===== config.mk =====
export PLATFORM = sky130hd
export DESIGN_NAME = overwriting_ring_offset_locator_unit
export DESIGN_NICKNAME = d
export VERILOG_FILES = /design/src/rtl/core/orol_pkg.sv /design/src/rtl/core/orol_mem.sv /design/src/rtl/core/orol_ctrl.sv /design/src/rtl/core/overwriting_ring_offset_locator_unit.sv
export SDC_FILE = /design/constraint.sdc
export NUM_CORES = 1
export LEC_CHECK = 0
export BUFFER_PORTS_ARGS = -buffer_cell sky130_fd_sc_hd__buf_2
export CAP_MARGIN = 10
export CORE_MARGIN = 5
export CORE_UTILIZATION = 55
export DETAILED_ROUTE_END_ITERATION = 12
export PLACE_DENSITY = 0.85
export SLEW_MARGIN = 5
export SYNTH_ARGS = -nofsm -noshare
export SYNTH_HDL_FRONTEND = slang
export SYNTH_HIERARCHICAL = 1
export SYNTH_SLANG_ARGS = --single-unit

===== constraint.sdc =====
create_clock -name clk -period 7.9 [get_ports clk]
set_clock_uncertainty 0.2 [all_clocks]
set_input_delay 0.395 -clock clk [delete_from_list [all_inputs] [get_ports clk]]
set_output_delay 0.395 -clock clk [all_outputs]
set_load 0.02 [all_outputs]

===== src/rtl/core/orol_pkg.sv =====
// shared types and constants for the overwriting ring offset locator
`default_nettype none
package orol_pkg;

    localparam int LEN_W    = 16;
    localparam int HANDLE_W = 32;
    localparam int OFFSET_W = 20;
    localparam int OSLOT_W  = 6;

    // operation codes
    localparam logic OP_ADD  = 1'b0;
    localparam logic OP_FIND = 1'b1;

    typedef struct packed {
        logic                opcode;
        logic [LEN_W-1:0]    record_length;
        logic [HANDLE_W-1:0] record_handle;
        logic [OFFSET_W-1:0] text_offset;
    } req_t;

    typedef struct packed {
        logic                found;
        logic [OSLOT_W-1:0]  found_slot;
        logic [HANDLE_W-1:0] found_handle;
        logic [LEN_W-1:0]    byte_in_record;
        logic                evicted;
        logic [HANDLE_W-1:0] evicted_handle;
    } rsp_t;

    // one stored record
    typedef struct packed {
        logic [LEN_W-1:0]    length;
        logic [HANDLE_W-1:0] handle;
    } rec_t;

    typedef enum logic [2:0] {
        ST_IDLE,
        ST_ADD_RD,
        ST_ADD_WR,
        ST_FIND,
        ST_RESP
    } state_t;

endpackage
`default_nettype wire


===== src/rtl/core/orol_mem.sv =====
// record store: one write port, one registered read port, per-entry valid bits
`default_nettype none
module orol_mem #(
    parameter int ENTRIES = 10
) (
    input  wire logic                        clk,
    input  wire logic                        rst_n,
    input  wire logic                        wr_en,
    input  wire logic [$clog2(ENTRIES)-1:0]  wr_addr,
    input  wire orol_pkg::rec_t              wr_data,
    input  wire logic                        rd_en,
    input  wire logic [$clog2(ENTRIES)-1:0]  rd_addr,
    output      orol_pkg::rec_t              rd_data
);
    import orol_pkg::*;

    rec_t               mem [ENTRIES];
    logic [ENTRIES-1:0] valid_reg;
    rec_t               rd_data_reg;
    logic               rd_valid_reg;

    // storage array, no reset
    always_ff @(posedge clk)
    begin
        if (wr_en)
        begin
            mem[wr_addr] <= wr_data;
        end
        if (rd_en)
        begin
            rd_data_reg <= mem[rd_addr];
        end
    end

    // valid bits make the length store read as zero after reset
    always_ff @(posedge clk or negedge rst_n)
    begin
        if (!rst_n)
        begin
            valid_reg    <= '0;
            rd_valid_reg <= 1'b0;
        end
        else
        begin
            if (wr_en)
            begin
                valid_reg[wr_addr] <= 1'b1;
            end
            if (rd_en)
            begin
                rd_valid_reg <= valid_reg[rd_addr];
            end
        end
    end

    // unwritten entry shows zero length
    always_comb
    begin
        rd_data        = rd_data_reg;
        rd_data.length = rd_valid_reg ? rd_data_reg.length : '0;
    end

endmodule
`default_nettype wire


===== src/rtl/core/orol_ctrl.sv =====
// sequencer: slot pointers, add read-modify-write and the find walk
`default_nettype none
module orol_ctrl #(
    parameter int ENTRIES = 10
) (
    input  wire logic                        clk,
    input  wire logic                        rst_n,
    input  wire logic                        req_valid,
    output      logic                        req_ready,
    input  wire orol_pkg::req_t              req,
    output      logic                        res_valid,
    input  wire logic                        res_ready,
    output      orol_pkg::rsp_t              res,
    output      logic                        wr_en,
    output      logic [$clog2(ENTRIES)-1:0]  wr_addr,
    output      orol_pkg::rec_t              wr_data,
    output      logic                        rd_en,
    output      logic [$clog2(ENTRIES)-1:0]  rd_addr,
    input  wire orol_pkg::rec_t              rd_data
);
    import orol_pkg::*;

    localparam int SLOT_W = $clog2(ENTRIES);
    localparam int CNT_W  = $clog2(ENTRIES + 1);
    localparam int ACC_W  = LEN_W + $clog2(ENTRIES);
    localparam int CMP_W  = ((ACC_W > OFFSET_W) ? ACC_W : OFFSET_W) + 1;

    function automatic logic [SLOT_W-1:0] next_slot(input logic [SLOT_W-1:0] s);
        logic [SLOT_W-1:0] r;
        if (s == SLOT_W'(ENTRIES - 1))
            r = '0;
        else
            r = s + SLOT_W'(1);
        return r;
    endfunction

    state_t             state_reg, state_next;
    logic [SLOT_W-1:0]  write_slot_reg, write_slot_next;
    logic [SLOT_W-1:0]  read_slot_reg, read_slot_next;
    logic               ring_full_reg, ring_full_next;
    req_t               item_reg, item_next;
    logic [SLOT_W-1:0]  issue_slot_reg, issue_slot_next;
    logic [CNT_W-1:0]   issue_left_reg, issue_left_next;
    logic               pend_reg, pend_next;
    logic [SLOT_W-1:0]  pend_slot_reg, pend_slot_next;
    logic [ACC_W-1:0]   acc_reg, acc_next;
    rsp_t               res_reg, res_next;

    logic [CNT_W-1:0]   count;
    logic [ACC_W-1:0]   sum;
    logic [SLOT_W-1:0]  wnext;
    logic [SLOT_W-1:0]  rnext;
    logic [CMP_W-1:0]   diff;

    // number of stored records
    always_comb
    begin
        if (ring_full_reg)
            count = CNT_W'(ENTRIES);
        else if (write_slot_reg >= read_slot_reg)
            count = CNT_W'(write_slot_reg) - CNT_W'(read_slot_reg);
        else
            count = CNT_W'(write_slot_reg) + CNT_W'(ENTRIES) - CNT_W'(read_slot_reg);
    end

    assign sum  = acc_reg + ACC_W'(rd_data.length);
    assign diff = CMP_W'(item_reg.text_offset) - CMP_W'(acc_reg);

    // state and datapath registers
    always_ff @(posedge clk or negedge rst_n)
    begin
        if (!rst_n)
        begin
            state_reg      <= ST_IDLE;
            write_slot_reg <= '0;
            read_slot_reg  <= '0;
            ring_full_reg  <= 1'b0;
            pend_reg       <= 1'b0;
        end
        else
        begin
            state_reg      <= state_next;
            write_slot_reg <= write_slot_next;
            read_slot_reg  <= read_slot_next;
            ring_full_reg  <= ring_full_next;
            pend_reg       <= pend_next;
        end
    end

    always_ff @(posedge clk)
    begin
        item_reg       <= item_next;
        issue_slot_reg <= issue_slot_next;
        issue_left_reg <= issue_left_next;
        pend_slot_reg  <= pend_slot_next;
        acc_reg        <= acc_next;
        res_reg        <= res_next;
    end

    // next state and outputs
    always_comb
    begin
        state_next      = state_reg;
        write_slot_next = write_slot_reg;
        read_slot_next  = read_slot_reg;
        ring_full_next  = ring_full_reg;
        item_next       = item_reg;
        issue_slot_next = issue_slot_reg;
        issue_left_next = issue_left_reg;
        pend_next       = 1'b0;
        pend_slot_next  = pend_slot_reg;
        acc_next        = acc_reg;
        res_next        = res_reg;
        req_ready       = 1'b0;
        res_valid       = 1'b0;
        wr_en           = 1'b0;
        wr_addr         = write_slot_reg;
        wr_data         = '{length: item_reg.record_length, handle: item_reg.record_handle};
        rd_en           = 1'b0;
        rd_addr         = write_slot_reg;
        wnext           = next_slot(write_slot_reg);
        rnext           = next_slot(read_slot_reg);

        unique case (state_reg)
            ST_IDLE:
            begin
                req_ready = 1'b1;
                if (req_valid)
                begin
                    item_next = req;
                    res_next  = '0;
                    if (req.opcode == OP_ADD)
                    begin
                        state_next = ST_ADD_RD;
                    end
                    else if (count == '0)
                    begin
                        state_next = ST_RESP;
                    end
                    else
                    begin
                        issue_slot_next = read_slot_reg;
                        issue_left_next = count;
                        acc_next        = '0;
                        state_next      = ST_FIND;
                    end
                end
            end

            // fetch the record about to be overwritten
            ST_ADD_RD:
            begin
                rd_en      = 1'b1;
                rd_addr    = write_slot_reg;
                state_next = ST_ADD_WR;
            end

            ST_ADD_WR:
            begin
                wr_en = 1'b1;
                if (ring_full_reg)
                begin
                    res_next.evicted        = 1'b1;
                    res_next.evicted_handle = rd_data.handle;
                    read_slot_next          = rnext;
                    ring_full_next          = (wnext == rnext);
                end
                else
                begin
                    ring_full_next = (wnext == read_slot_reg);
                end
                write_slot_next = wnext;
                state_next      = ST_RESP;
            end

            // one read issued and one length checked per cycle
            ST_FIND:
            begin
                if (issue_left_reg != '0)
                begin
                    rd_en           = 1'b1;
                    rd_addr         = issue_slot_reg;
                    issue_slot_next = next_slot(issue_slot_reg);
                    issue_left_next = issue_left_reg - CNT_W'(1);
                    pend_next       = 1'b1;
                    pend_slot_next  = issue_slot_reg;
                end
                if (pend_reg)
                begin
                    if (CMP_W'(sum) > CMP_W'(item_reg.text_offset))
                    begin
                        res_next.found          = 1'b1;
                        res_next.found_slot     = OSLOT_W'(pend_slot_reg);
                        res_next.found_handle   = rd_data.handle;
                        res_next.byte_in_record = diff[LEN_W-1:0];
                        pend_next               = 1'b0;
                        state_next              = ST_RESP;
                    end
                    else
                    begin
                        acc_next = sum;
                        if (issue_left_reg == '0)
                        begin
                            state_next = ST_RESP;
                        end
                    end
                end
            end

            ST_RESP:
            begin
                res_valid = 1'b1;
                if (res_ready)
                begin
                    state_next = ST_IDLE;
                end
            end

            default:
            begin
                state_next = ST_IDLE;
            end
        endcase
    end

    assign res = res_reg;

endmodule
`default_nettype wire


===== src/rtl/core/overwriting_ring_offset_locator_unit.sv =====
// top level: record store, sequencer and output register
//
// Ring of ENTRIES records (length, handle). An add transaction stores a record
// at the write slot; once the ring is full it overwrites the oldest record and
// returns its handle as evicted_handle. A find transaction locates text_offset
// within the stored records taken oldest first and returns slot, handle and
// byte position, or found = 0. Each request transaction produces exactly one
// response transaction. An add reads the record at the write slot, then writes
// the new one and loads the response register. A find walks the stored records
// (at most ENTRIES) over the single read port of the record store, one stored
// length per cycle, and ends early at the matching record; a find on an empty
// ring goes straight to the response.
// One request is in progress at a time; a finished response waits in the
// output register so the next request can be taken meanwhile.
`default_nettype none
module overwriting_ring_offset_locator_unit #(
    parameter int ENTRIES = 10
) (
    input  wire logic            clk,
    input  wire logic            rst_n,
    input  wire logic            req_valid,
    output      logic            req_ready,
    input  wire orol_pkg::req_t  req,
    output      logic            rsp_valid,
    input  wire logic            rsp_ready,
    output      orol_pkg::rsp_t  rsp
);
    import orol_pkg::*;

    localparam int SLOT_W = $clog2(ENTRIES);

    logic              res_valid;
    logic              res_ready;
    rsp_t              res;
    logic              wr_en;
    logic [SLOT_W-1:0] wr_addr;
    rec_t              wr_data;
    logic              rd_en;
    logic [SLOT_W-1:0] rd_addr;
    rec_t              rd_data;
    logic              rsp_valid_reg;
    rsp_t              rsp_reg;

    orol_ctrl #(.ENTRIES(ENTRIES)) u_ctrl (
        .clk       (clk),
        .rst_n     (rst_n),
        .req_valid (req_valid),
        .req_ready (req_ready),
        .req       (req),
        .res_valid (res_valid),
        .res_ready (res_ready),
        .res       (res),
        .wr_en     (wr_en),
        .wr_addr   (wr_addr),
        .wr_data   (wr_data),
        .rd_en     (rd_en),
        .rd_addr   (rd_addr),
        .rd_data   (rd_data)
    );

    orol_mem #(.ENTRIES(ENTRIES)) u_mem (
        .clk     (clk),
        .rst_n   (rst_n),
        .wr_en   (wr_en),
        .wr_addr (wr_addr),
        .wr_data (wr_data),
        .rd_en   (rd_en),
        .rd_addr (rd_addr),
        .rd_data (rd_data)
    );

    // output register takes a result whenever it is empty or being drained
    assign res_ready = !rsp_valid_reg || rsp_ready;

    always_ff @(posedge clk or negedge rst_n)
    begin
        if (!rst_n)
        begin
            rsp_valid_reg <= 1'b0;
        end
        else if (res_valid && res_ready)
        begin
            rsp_valid_reg <= 1'b1;
        end
        else if (rsp_ready)
        begin
            rsp_valid_reg <= 1'b0;
        end
    end

    always_ff @(posedge clk)
    begin
        if (res_valid && res_ready)
        begin
            rsp_reg <= res;
        end
    end

    assign rsp_valid = rsp_valid_reg;
    assign rsp       = rsp_reg;

endmodule
`default_nettype wire

### Yosys cells after proc, flatten, opt, wreduce, memory -nomap -nowiden

Memories as Yosys holds them, arrays and structs flattened. A register that Yosys moved wholly into a read port is not among the register bits.
Index checks and enable logic that the tools add are counted.

* output and inout bits: 90
* RAM bits: 480
* register bits after elaboration: 301
* memories kept: 1

Memories
* u_mem.mem: words 10, bits a word 48, rd ports 1, clocked after memory_dff 1, wr ports 1, RTL line orol_mem.sv:17 `rec_t mem [ENTRIES];`

* mux-type cells: 55
* eq/ne operators: 19
* bitwise gates (word level): 1
* $lt $le $gt $ge: 5
* reduce and logical (&&, ||, !) cells: 19
* add/subtract/negate cells: 9

Operators by type and width (number)
* two-way mux 55 bit: 2
* case mux 55 bit (2 select lines): 1
* two-way mux 20 bit: 5
* two-way mux 88 bit: 1
* case mux 33 bit (2 select lines): 1
* two-way mux 4 bit: 15
* case mux 20 bit (2 select lines): 1
* two-way mux 33 bit: 1
* two-way mux 3 bit: 7
* adder 20 x 16 -> 20 bit: 1
* greater-than comparator 20 bit: 1
* two-way mux 16 bit: 1
* case mux 4 bit (2 select lines): 2
* subtractor 16 bit: 1
* case mux 3 bit (5 select lines): 1
* two-way mux 1 bit: 14
* adder 4 x 1 -> 4 bit, second input constant: 3
* equality test 4 bit, second input constant: 3
* < comparator 4 x 5 -> 1 bit, second input constant: 2
* != test 2 bit, second input constant: 5
* bitwise OR 10 bit: 1
* equality test 4 bit: 2
* zero test 4 bit: 2
* != test 2 x 1 -> 1 bit, second input constant: 4
* other kinds (23): 31

### Logic depth before layout (Yosys ltp)

* depth in word-level cells: 9
* gate-level depth with buffers: 17

### Hierarchy

The synthesis kept the hierarchy.

Modules (own cells, without submodules)
* orol_mem: cells each 966, times used 1, area each 20684.8 um^2, seq. area each 16130.5 um^2
* orol_ctrl: cells each 856, times used 1, area each 10322.4 um^2, seq. area each 5910.7 um^2
* overwriting_ring_offset_locator_unit: cells each 92, times used 1, area each 2696.3 um^2, seq. area each 2667.6 um^2

### Worst setup path after synthesis

No wires, ideal clock.

* path kind: register -> register
* from: register u_mem.rd_valid_reg
* to: register u_ctrl.res_reg (netlist bit u_ctrl/res[33]), enable pin
* setup time: 0.543 ns
* path buffers: 1
* slack: -0.294 ns
* stages on the path, launching flop included: 18
* arrival time: 7.451 ns
* path through: dfrtp_1 -> clkbuf_1 -> and2_1 -> ha_1 -> fa_1 -> a21o_1 -> a21oi_2 -> o21bai_1 -> a2111oi_0 -> nor3_1 -> xor2_1 -> ha_1 -> and4_2 -> and4bb_2 -> a21boi_0 -> a2111o_1 -> nand2_1 -> o31ai_1

RTL lines
* from (decl): RTL line orol_mem.sv:20 `logic rd_valid_reg;`
* from (signal assigned): RTL line orol_mem.sv:51 `rd_valid_reg <= valid_reg[rd_addr];`
* to (signal assigned): RTL line orol_ctrl.sv:97 `res_reg <= res_next;`
* to (decl): RTL line orol_ctrl.sv:47 `rsp_t res_reg, res_next;`

==> run metrics <==
crit path time final 5400 ps; share of cells above drive strength 1 22.0%; area leader, netlist edfxtp_1; status finished clean; io pins 163; sequential area share after synthesis 73.3%; largest cells by area after synthesis edfxtp_1 (71%), mux4_2 (5.5%), ha_1 (2.2%); Synth top area share 71.5%; grt met1 use 29.1%; maximum vdd drop 0.316 mV; synth unique cells 83; Max Slew Vio Count 0; R2R depth 17; Sink Count 827; port bufs 162; Synth Area in Simple Gates 6.69%; DPL Wire Length 38800 um; largest net degree at the start of global routing 130; Synth Area in Compound Gates 5.72%; Detailed Route WL 71700 um; Worst Setup End Kind flip-flop; clock power share 25.9%; clock-pin transition on the worst setup and hold timing paths 60 ps; Post-Layout Cell Count 2939; count leader, synth edfxtp_1; post-route antenna net violation count 0; mux cell area share after synthesis 7.08%; adder-cell area share of the yosys netlist 2.45%; Synth Area per Inst 17.6 um^2; Internal 0.00969 W; Fin. Hold Viols 0; Residual DRC 0; Post-Synth XOR/XNOR Area 0.910%; chip height 258 um; main flop type after synthesis edfxtp_1; Comb pwr share 30.2%; fillers 3928; fmax 185 MHz; leak pwr 13.2 nW; Post-synth EDFFs 802; setup violators final 0; Tightest Pin Transition 1100 ps; register share of total power 43.9%; yosys warns 6; post-synthesis cell count 1914; Largest register FFs 480; setup TNS 0 ps; CTS Root Buffer Type clkbuf_16; CTS Buf Count 78; Die W 258 um; # diodes 0; core area 0.0606 mm^2; Clock Tree Buf Depth 3; CTS tree done; DRT iter0 DRCs 1937; H-tree lvl count 3; worst min-delay path class primary input to flip-flop; hold buffer count at CTS 71; Vias/cell 6.03; CP Launch Point u_mem/rd_valid_reg; global routing's busiest layer met2; die area 0.0663 mm^2; worst-skew pair later-pin latency 620 ps; Starting Density 55.6%; CTS-repair resized insts 0; end of the worst hold path u_ctrl/state_reg[2]; Startpoint Class flip-flop; WP data required 7920 ps; placed insts 2729; via count 17700; #FFs+latches synth 827; Netlist Area Pre-Place 0.0337 mm^2; beginning of the worst hold path req_valid; Initial DRT Pass Iterations 10; post-CTS setup buffers 0; Async S/R FF share, synth 3.02%; Switching Share 32.6%; number of global-route vias before repair 18300; GRT met3 Usage 4.07%; Rows 90; maxcap violations 0; wire per inst 24.4 um; GRT Util Overall 21.6%; RSZ-0062 raised after global routing false; Final period util 68.4%; CP arrival 5420 ps; switching power 0.00469 W; kind of critical path flip-flop to flip-flop; Hold Crit Depth 3; GR Util met2 35.7%; Remaining Overflow, GRT 0; Final Wtd Congestion 0.863; largest family of logic cells by synthesized area multiplexers; initial antenna violation count 2; top cells by count, synth edfxtp_1 (802), nand2_1 (99), and2_1 (95); CP max FO 53; origin of the critical flop-to-flop path u_mem/rd_valid_reg; R2R setup slack 2500 ps; nets@finish 2234; slew margin rel. 26.7%; Layout area overhead 12.8%; global-route wire length before repair 110000 um; Power Density 378 mW/mm^2; Crit Reg-Reg Endpoint u_ctrl/res[59]
==> how the worst max path moves through the flow <==
stage,cells past startpoint,slack (ps),endpoint
after CTS,17,2470,u_ctrl/res[59]
after detailed placement,17,2550,u_ctrl/res[68]
after floorplan,17,1360,u_ctrl/res[33]
after global placement,17,2760,u_ctrl/res[69]
final,17,2500,u_ctrl/res[59]
after global routing,17,2250,u_ctrl/res[59]
==> metal layers <==
layer  up-vias  routed length (um)  part of all wire (%)
met5         -                  18                 0.025
met4         2                2470                   3.5
met3       192                6300                   8.8
met2      1004               35700                    50
met1      8848               27200                    38
li1       7684                   -                     -
==> through the flow <==
step	cell area, um^2	util, %	hold WS, ps	worst slack (ps)	power [W]
after floorplan	33700	-	-101	1360	0.00961
after global placement	34800	57.4	201	2760	0.0104
after detailed placement	34800	57.4	205	2550	0.0106
after CTS	38000	62.8	0.456	2470	0.0144
after global routing	38000	62.8	59.2	2250	0.0151
final	38000	62.8	34.0	2500	0.0144
==> layout by cell type (no fill, tap or decap), types with 9 or more instances in the layout <==
cell / Yosys / routed
a21o_1: 16 / 16
a21oi_1: 34 / 33
a22oi_1: 9 / 9
a22oi_2: 40 / 40
and2_1: 95 / 95
buf_2: 21 / 162
buf_4: 86 / 25
clkbuf_1: 35 / 12
clkbuf_16: 0 / 80
clkinv_1: 0 / 15
clkinv_2: 0 / 13
dfrtp_1: 25 / 25
dlygate4sd3_1: 0 / 71
edfxtp_1: 802 / 802
ha_1: 58 / 58
inv_1: 62 / 61
mux2i_1: 10 / 10
mux4_1: 15 / 15
mux4_2: 82 / 82
nand2_1: 99 / 99
nand2b_1: 63 / 63
nand3_1: 14 / 14
nand4_1: 10 / 10
nor2_1: 46 / 38
nor2b_1: 17 / 16
nor3_1: 22 / 19
o211ai_1: 50 / 50
o21a_1: 9 / 9
o21ai_0: 26 / 23
or2_2: 11 / 11
or3_1: 9 / 9
xnor2_1: 21 / 21
xor2_1: 14 / 14
==> worst max-delay path, cell delays in order (launching register included) <==
cell,delay [ps]
dfrtp_1,510
and2_1,210
ha_1,220
fa_1,400
a21o_1,190
a21oi_2,200
o21bai_1,100
a2111oi_0,460
nor3_1,170
xor2_1,170
ha_1,290
and4_2,210
and4bb_2,240
a21boi_0,270
a2111o_1,200
nand2_1,150
o31ai_4,180
buf_4,590
==> layout make-up <==
cell class | count | area (um^2) | area share, %
flip-flops and latches | 827 | 24700 | 65.0
multi-input cells | 869 | 7860 | 20.7
inverters | 63 | 236 | 0.622
clock buffers | 92 | 2050 | 5.38
well taps | 782 | 978 | 2.57
clock inverters | 47 | 474 | 1.25
repair buffers | 259 | 1730 | 4.55
==> logic make-up after synthesis <==
family,after synthesis
buffers and inverters,219
flip-flops,827
AND/OR/NAND/NOR,417
AO/OA/AOI/OAI,241
adder cells (fa/ha/maj),63
other,1
multiplexers,111
XOR/XNOR,35
==> power by group through the flow <==
stage               registers, W  clock network (W)  logic [W]
finish                   0.00631            0.00372    0.00434
global route             0.00639            0.00399    0.00471
CTS                      0.00631            0.00378    0.00434
detailed placement       0.00638                  0    0.00423
global placement         0.00631                  0    0.00409
floorplan                0.00622                  0    0.00338
Note: power is estimated with default switching activity, not from simulation.
